`config.mk`:
```
export PLATFORM = sky130hd
export DESIGN_NAME = hbp_mac
export DESIGN_NICKNAME = d
export VERILOG_FILES = /design/src/assert_macros.svh /design/src/hbp_pkg.sv /design/src/hbp_mac.sv
export SDC_FILE = /design/constraint.sdc
export NUM_CORES = 2
export LEC_CHECK = 0
export BUFFER_PORTS_ARGS = -buffer_cell sky130_fd_sc_hd__clkbuf_2
export CORE_MARGIN = 2
export CORE_UTILIZATION = 32
export DETAILED_ROUTE_END_ITERATION = 12
export HOLD_SLACK_MARGIN = 0.12
export PLACE_DENSITY = 0.51
export SLEW_MARGIN = 20
export SYNTH_ARGS = -nofsm -noshare
export SYNTH_HDL_FRONTEND = slang
export SYNTH_SLANG_ARGS = --single-unit
export TNS_END_PERCENT = 10
```
`constraint.sdc`:
```
create_clock -name clk -period 5.2 [get_ports clk]
set_input_delay 1.04 -clock clk [delete_from_list [all_inputs] [get_ports clk]]
set_output_delay 1.04 -clock clk [all_outputs]
set_load 0.02 [all_outputs]
```
`src/assert_macros.svh`:
```
// Assertion helpers shared by the RTL. Each macro expects signals named clk and rst_n
// in the scope where it is used.
`ifndef ASSERT_MACROS_SVH
`define ASSERT_MACROS_SVH

// The consequent must hold in the same cycle as the antecedent.
`define ASSERT_IMPL(name, ante, cons) \
    name: assert property (@(posedge clk) disable iff (!rst_n) (ante) |-> (cons)) \
        else $error("implication check failed");

// The consequent must hold in the cycle after the antecedent.
`define ASSERT_NEXT(name, ante, cons) \
    name: assert property (@(posedge clk) disable iff (!rst_n) (ante) |=> (cons)) \
        else $error("next-cycle check failed");

// The condition must never be true.
`define ASSERT_NEVER(name, cond) \
    name: assert property (@(posedge clk) disable iff (!rst_n) !(cond)) \
        else $error("forbidden condition seen");

`endif

```
`src/hbp_pkg.sv`:
```
package hbp_pkg;

    localparam int DEF_BINS       = 16;
    localparam int DEF_COUNT_BITS = 20;

    localparam int CFG_W     = 16;
    localparam int CFG_IDX_W = 3;

    localparam int CMD_W   = 3;
    localparam int CHAN_W  = 16;
    localparam int DIFF_W  = CHAN_W + 1;
    localparam int ENTRY_W = 12;
    localparam int LIKE_W  = 16;
    localparam int RATIO_W = 16;
    localparam int NORM_W  = 24;
    localparam int FRAC_W  = 8 + 8;

    localparam int MUL_A_W    = 32;
    localparam int MUL_B_W    = 24;
    localparam int PROD_W     = MUL_A_W + MUL_B_W;
    localparam int ACC_W      = PROD_W + 1;
    localparam int BIN_PROD_W = DIFF_W + CHAN_W;
    localparam int CLIP_W     = 41;
    localparam int SHIFT_PRIM = 8;
    localparam int RES_SHIFT  = 24;

    typedef enum logic [CMD_W-1:0] {
        CMD_CLASSIFY = 3'd0,
        CMD_INSERT   = 3'd1,
        CMD_WRITE    = 3'd2,
        CMD_FLUSH    = 3'd3,
        CMD_MERGE    = 3'd4
    } cmd_t;

    typedef enum logic [CFG_IDX_W-1:0] {
        CFG_START_CH1 = 3'd0,
        CFG_START_CH2 = 3'd1,
        CFG_START_CH3 = 3'd2,
        CFG_SCALE_CH1 = 3'd3,
        CFG_SCALE_CH2 = 3'd4,
        CFG_SCALE_CH3 = 3'd5
    } cfg_reg_t;

    typedef enum logic [1:0] {
        SH_0,
        SH_8,
        SH_32
    } mac_shift_t;

    typedef struct packed {
        logic       issue;
        logic       clear;
        mac_shift_t shift;
    } mac_ctl_t;

    typedef struct packed {
        logic rd_en;
        logic prim_we;
        logic cnt_we;
    } tbl_ctl_t;

    typedef enum logic [4:0] {
        S_CLEAR,
        S_IDLE,
        S_BIN_A,
        S_BIN_B,
        S_BIN_C,
        S_EVAL_B,
        S_EVAL_C,
        S_LOOKUP,
        S_UPDATE,
        S_WRITE,
        S_FLUSH,
        S_M_READ,
        S_M_MUL_C,
        S_M_WAIT_C,
        S_M_CLIP,
        S_M_MUL_LO,
        S_M_MUL_HI,
        S_M_MUL_P,
        S_M_WAIT_S,
        S_M_STORE,
        S_DONE
    } state_t;

endpackage

```
`src/hbp_mac.sv`:
```
module hbp_mac (
    input  logic                          clk,
    input  logic                          rst_n,
    input  hbp_pkg::mac_ctl_t             ctl,
    input  logic [hbp_pkg::MUL_A_W-1:0]   op_a,
    input  logic [hbp_pkg::MUL_B_W-1:0]   op_b,
    output logic [hbp_pkg::ACC_W-1:0]     acc
);
    import hbp_pkg::*;

    logic [PROD_W-1:0] prod_reg;
    mac_ctl_t          ctl_reg;
    logic [ACC_W-1:0]  acc_reg;
    logic [ACC_W-1:0]  addend;

    always_ff @(posedge clk or negedge rst_n)
    begin
        if (!rst_n)
        begin
            ctl_reg <= '0;
        end
        else
        begin
            ctl_reg <= ctl;
        end
    end

    always_ff @(posedge clk)
    begin
        if (ctl.issue)
        begin
            prod_reg <= PROD_W'(op_a) * PROD_W'(op_b);
        end
        if (ctl_reg.issue)
        begin
            acc_reg <= (ctl_reg.clear ? '0 : acc_reg) + addend;
        end
    end

    always_comb
    begin
        case (ctl_reg.shift)
            SH_0:    addend = ACC_W'(prod_reg);
            SH_8:    addend = ACC_W'(prod_reg) << SHIFT_PRIM;
            SH_32:   addend = ACC_W'(prod_reg) << MUL_A_W;
            default: addend = ACC_W'(prod_reg);
        endcase
    end

    assign acc = acc_reg;

endmodule

```
# Word level (Yosys, flattened, before mapping)
# Index checks and enable logic that the tools add are counted.
# W data, S select, Z words.
totals:
  ff_bits: 117
  input_bits: 62
  out_inout_bits: 57
  elab_cells: 11
op_classes:
  addsub: 1
  mul: 1
  eq_ne: 2
  mux: 2
op_table:
  columns: ["op", "n"]
  rows:
  - ["$pmux W57 S2", 1]
  - ["$add A57 B57 Y57", 1]
  - ["$mux W57", 1]
  - ["$mul A32 B24 Y56", 1]
  - ["$eq A2 B1 Y1 const B", 1]
  - ["$eq A2 B2 Y1 const B", 1]

# Logic depth before layout (Yosys ltp)
depth:
  ltp_word: 3
  ltp_mapped: 26
  ltp_nobuf: 24

# Worst setup path after synthesis
# Ideal clock, no wire load.
synth_path:
  kind: "input -> register"
  startpoint: "in op_b[3] in the netlist's numbering"
  endpoint: "reg prod_reg[54], data pin"
  setup_ps: 274
  t_arrival_ps: 7050
  t_required_ps: 4926
  path_slack_ps: -2124
  path_stages: 24
  n_path_buf: 2
  path_cell_list: "clkbuf_1 nand2_1 fa_1 inv_1 fa_1 inv_1 fa_1 fa_1 inv_1 fa_1 fa_1 inv_1 fa_1 inv_1 ha_1 clkbuf_1 nand2_1 nor4_1 a211oi_2 o21ai_1 o21a_1 a211oi_2 o41ai_1 xor2_1"
synth_between:
  elab_chain_len: 1
synth_lines:
  columns: ["element", "line_no", "rtl"]
  rows:
  - ["from (decl)", "hbp_mac.sv:6", "input logic [hbp_pkg::MUL_B_W-1:0] op_b,"]
  - ["$mul A32 B24 Y56", "hbp_mac.sv:32", "prod_reg <= PROD_W'(op_a) * PROD_W'(op_b);"]
  - ["to (signal assigned)", "hbp_mac.sv:32", null]
  - ["to (decl)", "hbp_mac.sv:11", "logic [PROD_W-1:0] prod_reg;"]
# Every way passes these cells.
# A chain may end at the register's enable or synchronous reset.

# Worst setup path after layout
layout_path:
  startpoint: "in op_b[5] in the netlist's numbering"
  endpoint: "reg prod_reg[47], data pin"
# The elaborated chain is that of the path after synthesis.

==> flow_results.xml <==
<?xml version="1.0" encoding="UTF-8"?>
<metrics>
  <group name="placed_design">
    <metric name="placedInstanceArea" unit="sq um">37790</metric>
    <metric name="placement.io_buffers" unit="">118</metric>
    <metric name="routability_driven_placement_congestion_ratio" unit="">0.8787</metric>
    <metric name="post-dp-hpwl" unit="microns">82100</metric>
  </group>
  <group name="worst_setup_path">
    <metric name="worstSetupStartpointType" unit="">primary input</metric>
    <metric name="worstPathBufferInverterCount" unit="">9</metric>
    <metric name="path_cells" unit="">buf_8 -&gt; buf_12 -&gt; buf_12 -&gt; nand2_2 -&gt; fa_1 -&gt; inv_1 -&gt; fa_1 -&gt; inv_2 -&gt; fa_2 -&gt; fa_2 -&gt; inv_1 -&gt; fa_2 -&gt; fa_1 -&gt; inv_1 -&gt; fa_2 -&gt; inv_1 -&gt; ha_4 -&gt; buf_4 -&gt; nand4_1 -&gt; a2111oi_4 -&gt; o2111ai_4 -&gt; a21o_1 -&gt; o31ai_2 -&gt; xor2_1</metric>
    <metric name="worst-path-max-fanout" unit="">5</metric>
    <metric name="critical_path_arrival" unit="ps">7120</metric>
    <metric name="cpPeakStageDelay" unit="ps">570</metric>
    <metric name="timing.critical_path.max_delay_family" unit="">adder cells</metric>
    <metric name="timing_worst_setup_path_type" unit="">primary input to flop</metric>
    <metric name="crit_path_required_time" unit="ps">5370</metric>
    <metric name="critical_path.slowest_cell" unit="">fa_2</metric>
    <metric name="critPathCaptureType" unit="">flop</metric>
  </group>
  <group name="synthesis">
    <metric name="synth_seq_area_share" unit="%">10.60</metric>
    <metric name="mappedNetlistNets" unit="">4618</metric>
    <metric name="yosys_register_bits" unit="">117</metric>
    <metric name="synth_cell_types" unit="">73</metric>
    <metric name="postSynthCellCount" unit="">3657</metric>
    <metric name="synthesis.area" unit="sq um">32960</metric>
    <metric name="synth-edff-count" unit="">113</metric>
    <metric name="synth_area_per_cell" unit="sq um">9.014</metric>
    <metric name="yosys_most_used_dff" unit="">edfxtp_1</metric>
    <metric name="postSynth.asyncResetShare" unit="%">3.419</metric>
    <metric name="yosysWarningCount" unit="">0</metric>
  </group>
  <group name="grt">
    <metric name="global_route_wire_length_before_repair" unit="microns">155000</metric>
    <metric name="grt_antenna_before_repair" unit="">0</metric>
    <metric name="grt_overflow_total" unit="">0</metric>
    <metric name="first_global_vias" unit="">27372</metric>
    <metric name="grt_start_max_net_pins" unit="">58</metric>
    <metric name="grt_util_all_layers" unit="%">18.39</metric>
  </group>
  <group name="timing">
    <metric name="timing.final.ws_setup" unit="ps">-1757</metric>
    <metric name="finalSetupViolations" unit="">47</metric>
    <metric name="fin_worst_hold_slack" unit="ps">427.1</metric>
    <metric name="final_hold_viol_count" unit="">0</metric>
    <metric name="finalClockSkew" unit="ps">10.67</metric>
    <metric name="rsz0062_at_grt" unit="">true</metric>
    <metric name="report.final.slew_viol_count" unit="">0</metric>
    <metric name="max_slew_margin" unit="%">50.42</metric>
    <metric name="max_clock_freq" unit="MHz">143.7</metric>
    <metric name="tightest_slew" unit="ps">743.6</metric>
    <metric name="period_needed" unit="ps">6957</metric>
    <metric name="min_period_over_period" unit="%">133.8</metric>
  </group>
  <group name="detailed_routing">
    <metric name="postRouteAntennaNets" unit="">0</metric>
    <metric name="drt_drc_violations_left" unit="">0</metric>
    <metric name="drtPass1Iterations" unit="">5</metric>
    <metric name="wl" unit="microns">99740</metric>
    <metric name="dr_total_vias" unit="">25744</metric>
    <metric name="drtIter0Drc" unit="">1531</metric>
    <metric name="route.detailed.wl_per_inst" unit="microns">18.57</metric>
    <metric name="viasPerCell" unit="">4.792</metric>
  </group>
  <group name="clocking">
    <metric name="clk_latency" unit="ps">430</metric>
    <metric name="clock-sinks" unit="">117</metric>
    <metric name="cts_max_level" unit="">4</metric>
    <metric name="maximum_number_of_buffers_from_clock_root_to_sink" unit="">2</metric>
    <metric name="cts.hold.buffers_added" unit="">0</metric>
    <metric name="cts_tree" unit="">built</metric>
    <metric name="ctsRootBufferMaster" unit="">clkbuf_16</metric>
    <metric name="cts_buffers" unit="">17</metric>
    <metric name="path_clk_slew" unit="ps">60</metric>
  </group>
  <group name="run_status">
    <metric name="run_status" unit="">finished, violations left</metric>
    <metric name="failed_checks" unit="">negative setup slack</metric>
  </group>
  <group name="floorplanning">
    <metric name="effective_utilization_at_floorplan" unit="%">32.31</metric>
    <metric name="num_rows" unit="">117</metric>
    <metric name="design.die.area" unit="sq um">105600</metric>
    <metric name="die-width" unit="microns">325.0</metric>
    <metric name="dieHeight" unit="microns">325.0</metric>
    <metric name="core_box_area" unit="sq um">102000</metric>
    <metric name="design.portCount" unit="">119</metric>
  </group>
  <group name="cells_and_area">
    <metric name="final.fill_count" unit="">10267</metric>
    <metric name="num-nets-final" unit="">4952</metric>
    <metric name="antennaDiodeCount" unit="">0</metric>
    <metric name="final_area" unit="sq um">40330</metric>
    <metric name="area_added_between_synthesis_and_finish" unit="%">22.35</metric>
    <metric name="final_core_utilization" unit="%">39.53</metric>
    <metric name="drive_gt1_share" unit="%">19.56</metric>
    <metric name="max_ffs_per_register" unit="">57</metric>
  </group>
  <group name="worst_hold_path">
    <metric name="hold_class" unit="">primary input to asynchronous set/reset pin</metric>
  </group>
  <group name="run">
    <metric name="drv.max_cap_violation_count" unit="">0</metric>
  </group>
</metrics>
[layout make-up]
cell class,count,area [sq um],area share [%]
multi-input combinational,2597,27030,67.02
timing repair buffer,522,4788,11.87
sequential,117,3496,8.668
inverter,736,2763,6.850
tap,1368,1712,4.244
clock buffer,22,454.2,1.126
clock inverter,10,87.58,0.2172
[worst paths after layout]
check | slack, ps | end | start | cells after the start
max in group asynchronous | 4600 | ctl_reg[3]$_DFF_PN0_ | rst_n | 1
min reg2reg | 720 | acc[0]$_DFFE_PP_ | acc[0]$_DFFE_PP_ | 2
min in group clk | 720 | acc[0]$_DFFE_PP_ | acc[0]$_DFFE_PP_ | 2
max | -1760 | prod_reg[47]$_DFFE_PP_ | op_b[5] | 24
max reg2reg | 760 | acc[54]$_DFFE_PP_ | ctl_reg[1]$_DFF_PN0_ | 14
min | 430 | ctl_reg[0]$_DFF_PN0_ | rst_n | 1
[routing by layer]
metal | up-vias | routed length (microns) | GRT usage, %
met4 | 0 | 1672 | 2.345
met2 | 585 | 48280 | 31.14
met1 | 13170 | 45970 | 26.43
met5 | - | 0 | 0
met3 | 81 | 3822 | 1.268
li1 | 11908 | - | -
[stage by stage]
stage / worst slack [ps] / cells / setup TNS [ps]
final: -1757 / 5372 / -61190
after global routing: -1978 / 5372 / -71150
after CTS: -1751 / 5333 / -59780
after detailed placement: -2530 / 5284 / -95070
after floorplan: -1844 / 3657 / -63300
after global placement: -2453 / 5284 / -94140
[cell usage in the layout (no fill, tap or decap), types with 71 or more instances in the layout]
| cell | synthesis | layout |
|---|---|---|
| inv_1 | 736 | 719 |
| fa_1 | 659 | 614 |
| nand2_1 | 491 | 476 |
| and2_1 | 402 | 380 |
| buf_4 | 0 | 313 |
| ha_1 | 240 | 205 |
| edfxtp_1 | 113 | 113 |
| a21oi_1 | 128 | 104 |
| clkbuf_2 | 0 | 84 |
| a21o_1 | 71 | 71 |
[cell families after synthesis]
family | count (synthesis) | share of synthesized area, %
AO/OA/AOI/OAI | 456 | 9.455
XOR/XNOR | 102 | 2.710
buffers and inverters | 943 | 10.76
AND/OR/NAND/NOR | 1140 | 17.34
adder cells (fa/ha/maj) | 899 | 49.13
flip-flops | 117 | 10.60
[what timing repair did]
item	CTS	global route
buffers inserted	15	30
pin swaps	76	124
endpoints found under the setup margin	47	47
cloned	2	9
gates resized for setup	175	161
[cell usage after synthesis (5+ instances only)]
cell,instances,area share (%)
nand2_1,491,5.6
a21o_1,71,1.6
a31o_2,5,0.13
a211oi_1,9,0.20
edfxtp_1,113,10
nand2b_1,9,0.17
or3_1,5,0.095
ha_1,240,9.1
inv_1,736,8.4
o21ai_1,8,0.12
o211ai_1,9,0.20
and2_1,402,7.6
xor2_1,35,0.93
o21bai_1,18,0.41
nand4_1,29,0.55
o21ai_0,64,0.97
a21oi_1,128,1.9
xnor2_1,67,1.8
buf_2,7,0.11
nor3_1,21,0.32
and3_1,18,0.34
nor2_1,56,0.64
nor2b_1,61,1.2
a31oi_1,21,0.40
a22o_1,25,0.66
nand3_1,33,0.50
fa_1,659,40
clkbuf_1,199,2.3
o21a_1,20,0.46
a22oi_1,28,0.64
Power is left out: the tool's default activity adds up to more than one toggle a clock period on the data nets, which glitch-free logic cannot reach.
